`src/string_escape_decoder_unit_macros.svh`:
```
// Assertion macros for the string escape decoder unit
`ifndef STRING_ESCAPE_DECODER_UNIT_MACROS_SVH
`define STRING_ESCAPE_DECODER_UNIT_MACROS_SVH

`ifndef SYNTHESIS

`define SED_ASSERT_NEVER(lbl, expr) \
    lbl: assert property (@(posedge clk) disable iff (!rst_n) !(expr)) \
        else $error("forbidden condition seen");

`define SED_ASSERT_IMPLY(lbl, ante, cons) \
    lbl: assert property (@(posedge clk) disable iff (!rst_n) (ante) |-> (cons)) \
        else $error("implication violated");

`else

`define SED_ASSERT_NEVER(lbl, expr)

`define SED_ASSERT_IMPLY(lbl, ante, cons)

`endif

`endif

```
`src/sed_pkg.sv`:
```
// Shared types, character codes and constants of the string escape decoder
package sed_pkg;

    localparam int POS_W       = 4;
    localparam int DIGIT_DEPTH = 7;
    localparam int DIGIT_IDX_W = 3;
    localparam int ACC_W       = 28;

    localparam logic [1:0] MODE_PLAIN = 2'd0;
    localparam logic [1:0] MODE_ESC   = 2'd1;
    localparam logic [1:0] MODE_HEX   = 2'd2;

    localparam logic [1:0] KIND_X  = 2'd0;
    localparam logic [1:0] KIND_U  = 2'd1;
    localparam logic [1:0] KIND_UU = 2'd2;

    localparam logic [7:0] CHAR_BSLASH = 8'h5c;
    localparam logic [7:0] CHAR_N      = 8'h6e;
    localparam logic [7:0] CHAR_R      = 8'h72;
    localparam logic [7:0] CHAR_T      = 8'h74;
    localparam logic [7:0] CHAR_B      = 8'h62;
    localparam logic [7:0] CHAR_F      = 8'h66;
    localparam logic [7:0] CHAR_A      = 8'h61;
    localparam logic [7:0] CHAR_V      = 8'h76;
    localparam logic [7:0] CHAR_X      = 8'h78;
    localparam logic [7:0] CHAR_U_LO   = 8'h75;
    localparam logic [7:0] CHAR_U_HI   = 8'h55;

    localparam logic [7:0] CTRL_LF  = 8'h0a;
    localparam logic [7:0] CTRL_CR  = 8'h0d;
    localparam logic [7:0] CTRL_TAB = 8'h09;
    localparam logic [7:0] CTRL_BS  = 8'h08;
    localparam logic [7:0] CTRL_FF  = 8'h0c;
    localparam logic [7:0] CTRL_BEL = 8'h07;
    localparam logic [7:0] CTRL_VT  = 8'h0b;

    localparam logic [31:0] CP_MAX1 = 32'h7f;
    localparam logic [31:0] CP_MAX2 = 32'h7ff;
    localparam logic [31:0] CP_MAX3 = 32'hffff;

    localparam logic [7:0] UTF_LEAD2 = 8'hc0;
    localparam logic [7:0] UTF_LEAD3 = 8'he0;
    localparam logic [7:0] UTF_LEAD4 = 8'hf0;
    localparam logic [7:0] UTF_CONT  = 8'h80;
    localparam logic [5:0] UTF_MASK  = 6'h3f;

    typedef struct packed {
        logic             load_job;
        logic             emit;
        logic             is_final;
        logic [POS_W-1:0] pos;
    } ctrl_cmd_t;

    typedef struct packed {
        logic [POS_W-1:0] job_count;
    } dp_stat_t;

endpackage

```
`src/sed_datapath.sv`:
```
// Datapath: escape decoding state, digit store, job registers and output byte register
module sed_datapath (
    input  logic                 clk,
    input  logic                 rst_n,
    input  logic [7:0]           in_byte,
    input  logic                 raw_string,
    input  logic                 last_byte,
    input  sed_pkg::ctrl_cmd_t   cmd,
    output sed_pkg::dp_stat_t    stat,
    output logic [7:0]           out_byte,
    output logic                 end_of_string
);
    import sed_pkg::*;

    function automatic logic [4:0] hex_val(input logic [7:0] c);
        logic [4:0] r;
        r = '0;
        if (c inside {[8'h30:8'h39]})
            r = {1'b1, c[3:0]};
        else if (c inside {[8'h61:8'h66], [8'h41:8'h46]})
            r = {1'b1, 4'(c[3:0] + 4'd9)};
        return r;
    endfunction

    function automatic logic [3:0] kind_digits(input logic [1:0] k);
        logic [3:0] r;
        case (k)
            KIND_X:  r = 4'd2;
            KIND_U:  r = 4'd4;
            default: r = 4'd8;
        endcase
        return r;
    endfunction

    function automatic logic [7:0] kind_letter(input logic [1:0] k);
        logic [7:0] r;
        case (k)
            KIND_X:  r = CHAR_X;
            KIND_U:  r = CHAR_U_LO;
            default: r = CHAR_U_HI;
        endcase
        return r;
    endfunction

    logic [1:0]       mode_reg, mode_next;
    logic [1:0]       kind_reg, kind_next;
    logic [2:0]       dig_reg, dig_next;
    logic [ACC_W-1:0] acc_reg, acc_next;

    logic [7:0] digit_reg [DIGIT_DEPTH];
    logic       dwr_en;

    logic             job_flush_reg, job_flush_next;
    logic [2:0]       job_nd_reg, job_nd_next;
    logic [7:0]       job_letter_reg, job_letter_next;
    logic [3:0][7:0]  job_tail_reg, job_tail_next;
    logic             job_last_reg;
    logic [2:0]       tail_cnt;

    logic [7:0]  out_byte_reg, out_byte_next;
    logic        end_reg;

    logic [4:0]  hv;
    logic [31:0] cp;
    logic [POS_W-1:0] pre_len, tail_idx, dig_idx;

    assign hv = hex_val(in_byte);
    assign cp = {acc_reg, hv[3:0]};

    always_comb
    begin
        mode_next       = mode_reg;
        kind_next       = kind_reg;
        dig_next        = dig_reg;
        acc_next        = acc_reg;
        dwr_en          = 1'b0;
        job_flush_next  = 1'b0;
        job_nd_next     = 3'd0;
        job_letter_next = kind_letter(kind_reg);
        job_tail_next   = '0;
        tail_cnt        = 3'd0;
        if (raw_string)
        begin
            mode_next        = MODE_PLAIN;
            dig_next         = 3'd0;
            acc_next         = '0;
            job_tail_next[0] = in_byte;
            tail_cnt         = 3'd1;
        end
        else
        begin
            case (mode_reg)
                MODE_ESC:
                begin
                    mode_next = MODE_PLAIN;
                    tail_cnt  = 3'd1;
                    case (in_byte)
                        CHAR_N:  job_tail_next[0] = CTRL_LF;
                        CHAR_R:  job_tail_next[0] = CTRL_CR;
                        CHAR_T:  job_tail_next[0] = CTRL_TAB;
                        CHAR_B:  job_tail_next[0] = CTRL_BS;
                        CHAR_F:  job_tail_next[0] = CTRL_FF;
                        CHAR_A:  job_tail_next[0] = CTRL_BEL;
                        CHAR_V:  job_tail_next[0] = CTRL_VT;
                        CHAR_X, CHAR_U_LO, CHAR_U_HI:
                        begin
                            tail_cnt = 3'd0;
                            if (in_byte == CHAR_X)
                                kind_next = KIND_X;
                            else if (in_byte == CHAR_U_LO)
                                kind_next = KIND_U;
                            else
                                kind_next = KIND_UU;
                            dig_next = 3'd0;
                            acc_next = '0;
                            job_letter_next = in_byte;
                            if (last_byte)
                                job_flush_next = 1'b1;
                            else
                                mode_next = MODE_HEX;
                        end
                        default: job_tail_next[0] = in_byte;
                    endcase
                end
                MODE_HEX:
                begin
                    if (!hv[4])
                    begin
                        job_flush_next = 1'b1;
                        job_nd_next    = dig_reg;
                        dig_next       = 3'd0;
                        acc_next       = '0;
                        mode_next      = MODE_PLAIN;
                        if (in_byte == CHAR_BSLASH && !last_byte)
                            mode_next = MODE_ESC;
                        else
                        begin
                            job_tail_next[0] = in_byte;
                            tail_cnt         = 3'd1;
                        end
                    end
                    else if ({1'b0, dig_reg} + 4'd1 >= kind_digits(kind_reg))
                    begin
                        mode_next = MODE_PLAIN;
                        dig_next  = 3'd0;
                        acc_next  = '0;
                        if (cp <= CP_MAX1)
                        begin
                            job_tail_next[0] = cp[7:0];
                            tail_cnt         = 3'd1;
                        end
                        else if (cp <= CP_MAX2)
                        begin
                            job_tail_next[0] = UTF_LEAD2 | {3'b000, cp[10:6]};
                            job_tail_next[1] = UTF_CONT | {2'b00, cp[5:0] & UTF_MASK};
                            tail_cnt         = 3'd2;
                        end
                        else if (cp <= CP_MAX3)
                        begin
                            job_tail_next[0] = UTF_LEAD3 | {4'h0, cp[15:12]};
                            job_tail_next[1] = UTF_CONT | {2'b00, cp[11:6] & UTF_MASK};
                            job_tail_next[2] = UTF_CONT | {2'b00, cp[5:0] & UTF_MASK};
                            tail_cnt         = 3'd3;
                        end
                        else
                        begin
                            job_tail_next[0] = UTF_LEAD4 | cp[25:18];
                            job_tail_next[1] = UTF_CONT | {2'b00, cp[17:12] & UTF_MASK};
                            job_tail_next[2] = UTF_CONT | {2'b00, cp[11:6] & UTF_MASK};
                            job_tail_next[3] = UTF_CONT | {2'b00, cp[5:0] & UTF_MASK};
                            tail_cnt         = 3'd4;
                        end
                    end
                    else
                    begin
                        dwr_en   = 1'b1;
                        acc_next = cp[ACC_W-1:0];
                        dig_next = dig_reg + 3'd1;
                        if (last_byte)
                        begin
                            job_flush_next = 1'b1;
                            job_nd_next    = dig_reg + 3'd1;
                        end
                    end
                end
                default:
                begin
                    if (in_byte == CHAR_BSLASH && !last_byte)
                        mode_next = MODE_ESC;
                    else
                    begin
                        mode_next        = MODE_PLAIN;
                        job_tail_next[0] = in_byte;
                        tail_cnt         = 3'd1;
                    end
                end
            endcase
        end
        if (last_byte)
        begin
            mode_next = MODE_PLAIN;
            dig_next  = 3'd0;
            acc_next  = '0;
        end
    end

    assign stat.job_count = job_flush_next
        ? POS_W'(4'd2 + {1'b0, job_nd_next} + {1'b0, tail_cnt})
        : POS_W'({1'b0, tail_cnt});

    assign pre_len  = job_flush_reg ? POS_W'(4'd2 + {1'b0, job_nd_reg}) : '0;
    assign tail_idx = cmd.pos - pre_len;
    assign dig_idx  = cmd.pos - POS_W'(2);

    always_comb
    begin
        if (job_flush_reg && cmd.pos == '0)
            out_byte_next = CHAR_BSLASH;
        else if (job_flush_reg && cmd.pos == POS_W'(1))
            out_byte_next = job_letter_reg;
        else if (job_flush_reg && cmd.pos < pre_len)
            out_byte_next = digit_reg[dig_idx[DIGIT_IDX_W-1:0]];
        else
            out_byte_next = job_tail_reg[tail_idx[1:0]];
    end

    always_ff @(posedge clk or negedge rst_n)
    begin
        if (!rst_n)
        begin
            mode_reg <= MODE_PLAIN;
            kind_reg <= KIND_X;
            dig_reg  <= 3'd0;
            acc_reg  <= '0;
        end
        else if (cmd.load_job)
        begin
            mode_reg <= mode_next;
            kind_reg <= kind_next;
            dig_reg  <= dig_next;
            acc_reg  <= acc_next;
        end
    end

    always_ff @(posedge clk)
    begin
        if (cmd.load_job)
        begin
            job_flush_reg  <= job_flush_next;
            job_nd_reg     <= job_nd_next;
            job_letter_reg <= job_letter_next;
            job_tail_reg   <= job_tail_next;
            job_last_reg   <= last_byte;
            if (dwr_en)
                digit_reg[dig_reg] <= in_byte;
        end
        if (cmd.emit)
        begin
            out_byte_reg <= out_byte_next;
            end_reg      <= job_last_reg && cmd.is_final;
        end
    end

    assign out_byte      = out_byte_reg;
    assign end_of_string = end_reg;

endmodule

```
`src/sed_controller.sv`:
```
// Controller: request handshakes and sequencing of the decoded bytes of each request
module sed_controller (
    input  logic                clk,
    input  logic                rst_n,
    input  logic                in_valid,
    output logic                in_ready,
    output logic                out_valid,
    input  logic                out_ready,
    input  sed_pkg::dp_stat_t   stat,
    output sed_pkg::ctrl_cmd_t  cmd
);
    import sed_pkg::*;

    localparam logic ST_IDLE = 1'b0;
    localparam logic ST_EMIT = 1'b1;

    logic             state_reg, state_next;
    logic [POS_W-1:0] pos_reg, pos_next;
    logic [POS_W-1:0] count_reg, count_next;
    logic             out_valid_reg, out_valid_next;
    logic             slot_free, on_final, emit, accept;

    assign slot_free = !out_valid_reg || out_ready;
    assign on_final  = (pos_reg == count_reg - POS_W'(1));
    assign emit      = (state_reg == ST_EMIT) && slot_free;
    assign in_ready  = slot_free && ((state_reg == ST_IDLE) || on_final);
    assign accept    = in_valid && in_ready;

    always_comb
    begin
        state_next     = state_reg;
        pos_next       = pos_reg;
        count_next     = count_reg;
        out_valid_next = out_valid_reg;
        if (out_ready)
            out_valid_next = 1'b0;
        case (state_reg)
            ST_EMIT:
            begin
                if (emit)
                begin
                    out_valid_next = 1'b1;
                    pos_next       = pos_reg + POS_W'(1);
                    if (on_final)
                        state_next = ST_IDLE;
                end
            end
            default: state_next = ST_IDLE;
        endcase
        if (accept && stat.job_count != '0)
        begin
            state_next = ST_EMIT;
            pos_next   = '0;
            count_next = stat.job_count;
        end
    end

    always_ff @(posedge clk or negedge rst_n)
    begin
        if (!rst_n)
        begin
            state_reg     <= ST_IDLE;
            pos_reg       <= '0;
            count_reg     <= '0;
            out_valid_reg <= 1'b0;
        end
        else
        begin
            state_reg     <= state_next;
            pos_reg       <= pos_next;
            count_reg     <= count_next;
            out_valid_reg <= out_valid_next;
        end
    end

    assign cmd.load_job = accept;
    assign cmd.emit     = emit;
    assign cmd.is_final = on_final;
    assign cmd.pos      = pos_reg;
    assign out_valid    = out_valid_reg;

endmodule

```
`src/string_escape_decoder_unit.sv`:
```
// Top level of the string escape decoder: controller, datapath and checks
//
// Input channel (in_valid/in_ready) takes one byte of a string body per
// request with raw_string and last_byte. Output channel (out_valid/out_ready)
// gives decoded bytes; end_of_string marks the final byte of a string.
// A request producing N bytes (N from 0 to 10) holds the input until its
// final byte: the controller's byte sequencer emits one byte per cycle into
// the single output register while it is free, from the job registers.
// Plain and raw bytes stream at one request per cycle while the receiver
// takes each byte; an escape-opening request produces nothing and leaves
// the input ready. Completed hex escapes give 1 to 4 bytes, failed up to 10.
// Reset returns to plain text mode with the output register empty.
// When the receiver stalls, the output byte holds and the sequencer and the
// input channel wait until the output register is taken.
module string_escape_decoder_unit (
    input  logic       clk,
    input  logic       rst_n,
    input  logic       in_valid,
    output logic       in_ready,
    input  logic [7:0] in_byte,
    input  logic       raw_string,
    input  logic       last_byte,
    output logic       out_valid,
    input  logic       out_ready,
    output logic [7:0] out_byte,
    output logic       end_of_string
);
    import sed_pkg::*;

`include "string_escape_decoder_unit_macros.svh"

    ctrl_cmd_t ctrl_cmd;
    dp_stat_t  dp_stat;

    sed_controller u_ctrl (
        .clk       (clk),
        .rst_n     (rst_n),
        .in_valid  (in_valid),
        .in_ready  (in_ready),
        .out_valid (out_valid),
        .out_ready (out_ready),
        .stat      (dp_stat),
        .cmd       (ctrl_cmd)
    );

    sed_datapath u_dp (
        .clk           (clk),
        .rst_n         (rst_n),
        .in_byte       (in_byte),
        .raw_string    (raw_string),
        .last_byte     (last_byte),
        .cmd           (ctrl_cmd),
        .stat          (dp_stat),
        .out_byte      (out_byte),
        .end_of_string (end_of_string)
    );

    `SED_ASSERT_NEVER(a_ready_needs_slot, in_ready && out_valid && !out_ready)
    `SED_ASSERT_IMPLY(a_raw_one_byte, in_valid && in_ready && raw_string, dp_stat.job_count == POS_W'(1))
    `SED_ASSERT_IMPLY(a_last_gives_output, in_valid && in_ready && last_byte, dp_stat.job_count != '0)
    `SED_ASSERT_NEVER(a_emit_and_load_overlap, ctrl_cmd.emit && ctrl_cmd.load_job && !ctrl_cmd.is_final)

endmodule
```
`config.mk`:
```
export PLATFORM = sky130hd
export DESIGN_NAME = string_escape_decoder_unit
export DESIGN_NICKNAME = d
export VERILOG_FILES = /design/src/sed_pkg.sv /design/src/sed_datapath.sv /design/src/sed_controller.sv /design/src/string_escape_decoder_unit.sv
export VERILOG_INCLUDE_DIRS = /design/src /design/src/src
export SDC_FILE = /design/constraint.sdc
export NUM_CORES = 1
export LEC_CHECK = 0
export ABC_AREA = 1
export BUFFER_PORTS_ARGS = -buffer_cell sky130_fd_sc_hd__buf_2
export CAP_MARGIN = 20
export CELL_PAD_IN_SITES_DETAIL_PLACEMENT = 1
export CELL_PAD_IN_SITES_GLOBAL_PLACEMENT = 2
export CORE_UTILIZATION = 40
export CTS_CLUSTER_DIAMETER = 30
export DETAILED_ROUTE_END_ITERATION = 10
export GPL_TIMING_DRIVEN = 1
export PLACE_DENSITY_LB_ADDON = 0.1
export SYNTH_ARGS = -nofsm -noshare
export SYNTH_HDL_FRONTEND = slang
export SYNTH_SLANG_ARGS = --single-unit
export TNS_END_PERCENT = 30
```
`constraint.sdc`:
```
create_clock -name clk -period 4.3 [get_ports clk]
set_clock_uncertainty 0.2 [all_clocks]
set_input_delay 0.86 -clock clk [delete_from_list [all_inputs] [get_ports clk]]
set_output_delay 0.86 -clock clk [all_outputs]
set_load 0.005 [all_outputs]
```
==> results of run 1 <==
==> synthesized netlist by cell type (7+ instances only) <==
cell type / n / area share
nand2_1: 159 / 0.074
edfxtp_1: 107 / 0.40
nor2_1: 103 / 0.048
inv_1: 92 / 0.043
o21ai_0: 75 / 0.047
a21oi_1: 45 / 0.028
dfrtp_1: 45 / 0.14
nand3_1: 43 / 0.027
o22ai_1: 38 / 0.030
ha_1: 23 / 0.036
clkbuf_1: 15 / 0.0070
nor3_1: 14 / 0.0087
o211ai_1: 12 / 0.011
buf_2: 9 / 0.0056
o21ai_1: 9 / 0.0056
xor2_1: 9 / 0.0098
nand2_2: 8 / 0.0062
inv_2: 7 / 0.0033
nor2_2: 7 / 0.0055
==> kinds of logic (layout without fill, tap and decap cells) <==
family / count (synthesis) / in the layout
fa+ha+maj: 25 / 25
flops: 152 / 152
buf+inv: 132 / 194
compound gates: 197 / 197
simple gates: 357 / 357
xor+xnor: 13 / 13
other cells: 2 / 3
==> per-stage QoR <==
| step | setup WS, ns | area [um^2] | power (uW) | hold slack (ns) |
|---|---|---|---|---|
| floorplan | 0.4067 | 8019 | 2987 | 0.2594 |
| global placement | 0.1801 | 8583 | 3519 | 0.2731 |
| detailed placement | 0.01915 | 8583 | 3572 | 0.2919 |
| CTS | 0.04124 | 9154 | 5034 | 0.3075 |
| global route | 0.003239 | 9188 | 5289 | 0.3278 |
| finish | 0.2690 | 9188 | 4979 | 0.2998 |
==> cell type report <==
class	count	share of cell area
sequential	152	0.4724
multi-input combinational	595	0.3450
tap	265	0.03609
clock buffer	17	0.04630
clock inverter	15	0.01580
inverter	102	0.04194
timing repair buffer	60	0.04249
==> power by group through the flow <==
stage          clock network [uW]  registers (uW)  logic, uW
5_1_grt                      1520            1920       1850
6_report                     1440            1900       1640
3_3_place_gp                    0            1920       1590
3_5_place_dp                    0            1930       1640
2_1_floorplan                   0            1890       1090
4_1_cts                      1470            1900       1660
==> repair_timing <==
action                                  in CTS  in global routing
resized for setup                            0                  5
setup buffers                                0                  2
hold buffers                                 0                  0
endpoints found under the setup margin       0                  9
==> worst max-delay path: stages (launching register included) <==
cell and delay, ns:
dfrtp_1 0.44, ha_1 0.24, xnor2_2 0.23, inv_1 0.08, ha_1 0.29, nand3b_1 0.11
nand3_2 0.15, inv_2 0.12, nand2_1 0.07, nand2_2 0.12, nand2_1 0.08, a211oi_1 0.25
buf_4 0.17, ha_1 0.24, fa_1 0.43, xor2_1 0.23, nand2_1 0.12, nand3_2 0.11
nand2_4 0.08, nand2_4 0.12, nor2_2 0.04
==> per-layer routing <==
layer  share of wire  vias to the layer above
met5               0                        -
met4           0.018                        0
met3           0.032                       27
met2            0.48                      113
met1            0.47                     3177
li1                -                     3100
==> final timing paths <==
check / start / to
max in group asynchronous: rst_n / u_dp.dig_reg[2]
min in group asynchronous: rst_n / u_ctrl.out_valid
setup / recovery: u_dp.dig_reg[1] / u_ctrl.pos_reg[1]
hold reg to reg: u_dp.acc_reg[24] / u_dp.acc_reg[24]
hold / removal: u_dp.acc_reg[24] / u_dp.acc_reg[24]
setup reg to reg: u_dp.dig_reg[1] / u_ctrl.pos_reg[1]
==> results.json, run 1 <==
{
  "status": "finished clean",
  "pwr-share-clk": 0.289,
  "synthCells": 878,
  "vdd_drop_max_uv": 282.4,
  "dp_cells": 1172,
  "final_cells": 1206,
  "largest_register_ffs": 56,
  "core-area_mm2": 0.01953,
  "portBuffers": 24,
  "synth-xor-area-share": 0.01514,
  "synthAdderAreaFrac": 0.04090,
  "synth_seq_cells": 152,
  "grtUsageMet2": 0.4136,
  "finalSetupTns_ns": 0,
  "powerDensity_mw_per_mm2": 542.0,
  "grt_max_degree": 46,
  "yosysSeqAreaShare": 0.5414,
  "place_congestion": 0.9056,
  "pwr-share-comb": 0.330,
  "finalSetupViolations": 0,
  "antenna_found_initial": 0,
  "synth_top_family_by_area": "simple AND/OR/NAND/NOR gates",
  "relSlewSlack": 0.4404,
  "seqPwrFrac": 0.381,
  "cts_max_level": 4,
  "area_growth_pct": 14.63,
  "grt.overflow.total": 0,
  "root_buffer": "clkbuf_16",
  "antenna_left": 0,
  "finalMaxSlewViolations": 0,
  "num_rows": 51,
  "clock_latency_ns": 0.43,
  "cts_tree": "built",
  "diodes": 0,
  "final_core_util": 0.4705,
  "nNetsFinal": 967,
  "busiest_layer": "met2",
  "synth_edf_count": 107,
  "multi_input_area_mm2": 0.003169,
  "clk_transition_reported_paths_ns": 0.06,
  "async_flop_share": 0.2961,
  "drt_drc_violations_left": 0,
  "reg2reg_depth": 20,
  "synth_cell_types": 44,
  "grt_setup_unrepaired": "no",
  "final_common_cell": "nand2_1",
  "dr.pass1.iters": 5,
  "vias": 6417,
  "power.static_leakage_uw": 0.003665,
  "rrSetupSlack_ns": 0.27,
  "p_sw_uw": 1867,
  "die_w_um": 143.6,
  "cts_made_buffers": 17,
  "synth_compound_area_frac": 0.1394,
  "critical_path_arrival_ns": 4.15,
  "worstHoldPathCells": 2,
  "drive_gt1_frac": 0.1477,
  "max_freq_ghz": 0.2481,
  "use_met3": 0.04499,
  "cts_buffer_depth": 2,
  "dp_hpwl_mm": 18.14,
  "cts.sinks": 152,
  "p_int_uw": 3113,
  "avgSynthCellArea_um2": 9.129,
  "io_pins": 25,
  "cp.required_ns": 4.42,
  "synthMuxAreaShare": 0,
  "finalHoldViolCount": 0,
  "yosysWarnings": 0,
  "cap_violations": 0,
  "start_util": 0.4105,
  "period_needed_ns": 4.031,
  "final_cell_mix": "nand2_1 (159), edfxtp_1 (107), nor2_1 (103)",
  "netlist_area_mm2": 0.008015,
  "period_share": 0.9374,
  "critPathLaunchType": "flip-flop",
  "synth-simple-area-share": 0.1959,
  "grt_pass1_vias": 6622,
  "drt_first_iter_violations": 466,
  "swShare": 0.3749,
  "worstPathMaxFanout": 6,
  "grt_use_met1": 0.3353,
  "viasPerCell": 5.321,
  "fill_cells": 2259,
  "die-area_mm2": 0.02061,
  "cp-end-kind": "flip-flop",
  "die_h_um": 143.6,
  "hold_class": "flip-flop to flip-flop",
  "seq_area_mm2": 0.004340,
  "worstMarginPinSlew_ns": 0.8395,
  "grt_pass1_wl_mm": 37.87,
  "grt_usage": 0.2509,
  "yosys_most_used_dff": "edfxtp_1",
  "wire_per_inst_um": 20.05,
  "crit_type": "flip-flop to flip-flop",
  "wl_mm": 24.18
}
Power figures use the tool's default switching activity.
==> run 2: changes to the inputs <==
--- a/config.mk
+++ b/config.mk
@@ -16,6 +16,7 @@
 export DETAILED_ROUTE_END_ITERATION = 10
 export GPL_TIMING_DRIVEN = 1
 export PLACE_DENSITY_LB_ADDON = 0.1
+export RECOVER_POWER = 25
 export SYNTH_ARGS = -nofsm -noshare
 export SYNTH_HDL_FRONTEND = slang
 export SYNTH_SLANG_ARGS = --single-unit
==> results.json, run 2 (same netlist as run 1, synthesis figures left out) <==
{
  "status": "finished with violations",
  "period_share": 0.9517,
  "rr_startpoint": "u_dp.dig_reg[1]",
  "critical_path_arrival_ns": 4.21,
  "critPathLaunchType": "input pin",
  "crit_type": "input pin to flip-flop",
  "die-area_mm2": 0.02061,
  "drt_drc_violations_left": 0,
  "place_ws_ns": 0.01915,
  "cap_violations": 1,
  "powerDensity_mw_per_mm2": 542.5,
  "cp-end-kind": "flip-flop",
  "power.static_leakage_uw": 0.003636,
  "io_pins": 25,
  "worstSetupEndpoint": "u_ctrl.pos_reg[1]",
  "num_rows": 51,
  "reg2reg_depth": 20,
  "finalSetupTns_ns": 0,
  "cp_cell_sequence": "buf_2 -> clkbuf_1 -> nor2_1 -> nand3_1 -> nand2_1 -> a21oi_2 -> nand2_4 -> nand2_2 -> nand2_1 -> a211oi_1 -> buf_4 -> ha_1 -> fa_1 -> xor2_1 -> nand2_1 -> nand3_2 -> nand2_4 -> nand2_4 -> nor2_2",
  "start_util": 0.4105,
  "finalMaxSlewViolations": 46,
  "antenna_left": 0,
  "die_h_um": 143.6,
  "timing.rr.end": "u_ctrl.pos_reg[1]",
  "diodes": 0,
  "finalSetupViolations": 0,
  "cts_made_buffers": 17,
  "cpPeakStageDelay_ns": 0.61,
  "crit_slowest_cell": "clkbuf_1",
  "grt_usage": 0.2509,
  "dp_cells": 1172,
  "cts_tree": "built",
  "max_freq_ghz": 0.2444,
  "wl_mm": 24.16,
  "cts_max_level": 4,
  "nNetsFinal": 967,
  "root_buffer": "clkbuf_16",
  "cts.sinks": 152,
  "rrSetupSlack_ns": 0.26,
  "relSlewSlack": -0.7996,
  "clk_transition_reported_paths_ns": 0.06,
  "area_growth_pct": 14.36,
  "grt_max_degree": 46,
  "wire_per_inst_um": 20.03,
  "finalHoldViolCount": 0,
  "hold_class": "flip-flop to flip-flop",
  "antenna_found_initial": 0,
  "portBuffers": 24,
  "dp_hpwl_mm": 18.14,
  "final_common_cell": "nand2_1",
  "drive_gt1_frac": 0.1382,
  "die_w_um": 143.6,
  "dr.pass1.iters": 5,
  "vias": 6407,
  "final_cell_mix": "nand2_1 (159), edfxtp_1 (107), nor2_1 (103)",
  "worstHoldPathCells": 2,
  "crit_path_start": "in_byte[0]",
  "core-area_mm2": 0.01953,
  "place_congestion": 0.9056,
  "vdd_drop_max_uv": 282.3,
  "viasPerCell": 5.313,
  "worstMarginPinSlew_ns": 2.699,
  "clock_latency_ns": 0.43,
  "drt_first_iter_violations": 439,
  "grt_pass1_wl_mm": 37.87,
  "worstPathMaxFanout": 15,
  "largest_register_ffs": 56,
  "final_cells": 1206,
  "grt_setup_unrepaired": "no",
  "grt_pass1_vias": 6622,
  "grt.overflow.total": 0,
  "final_core_util": 0.4694,
  "setup_slack_ns": 0.2075,
  "failed_checks": "capacitance limit, slew limit",
  "cp.required_ns": 4.42,
  "cts_buffer_depth": 2,
  "period_needed_ns": 4.092
}
==> run 2: critical path: cells and delay by family <==
family / cells / cell delay, ns
xor+xnor: 1 / 0.23
buf+inv: 3 / 0.88
fa+ha+maj: 2 / 0.67
compound gates: 2 / 0.44
simple gates: 11 / 1.11
==> run 2: report_power, final <==
part           switching [uW]  internal (uW)  leakage, uW
Sequential               99.4           1800      0.00159
Combinational            1130            505      0.00178
Clock                     633            808     0.000270
Total                    1860           3110      0.00364
==> run 2: area by class of cell <==
class / count / area, um^2
inverter: 102 / 385.4
fill: 2267 / 10360
sequential: 152 / 4340
timing repair buffer: 60 / 369.1
clock inverter: 15 / 145.1
clock buffer: 17 / 425.4
tap: 265 / 331.6
multi-input combinational: 595 / 3169
==> run 2: worst min path at each step <==
stage,start,to
5_1_grt,u_dp.acc_reg[27],u_dp.acc_reg[27]
6_report,u_dp.acc_reg[24],u_dp.acc_reg[24]
3_3_place_gp,u_dp.acc_reg[26],u_dp.acc_reg[26]
2_1_floorplan,u_dp.acc_reg[24],u_dp.acc_reg[24]
3_5_place_dp,u_dp.acc_reg[24],u_dp.acc_reg[24]
4_1_cts,u_dp.acc_reg[24],u_dp.acc_reg[24]
==> run 2: stage by stage <==
stage	hold WS (ns)	power [uW]	instance area, um^2
6_report	0.2986	4973	9166
2_1_floorplan	0.2594	2987	8019
4_1_cts	0.3075	5034	9154
3_3_place_gp	0.2731	3519	8583
5_1_grt	0.3278	5287	9166
3_5_place_dp	0.2919	3572	8583
==> run 2: what timing repair did <==
item	CTS	global route
resized for setup	0	5
hold buffers	0	0
buffers inserted	0	2
setup endpoints to repair	0	9
==> run 2: routing by layer <==
| layer | up-vias | part of all wire | track usage |
|---|---|---|---|
| met5 | - | 0 | 0 |
| met4 | 0 | 0.019 | 0.07671 |
| met3 | 27 | 0.033 | 0.04499 |
| met2 | 105 | 0.49 | 0.4136 |
| met1 | 3178 | 0.46 | 0.3353 |
| li1 | 3097 | - | - |
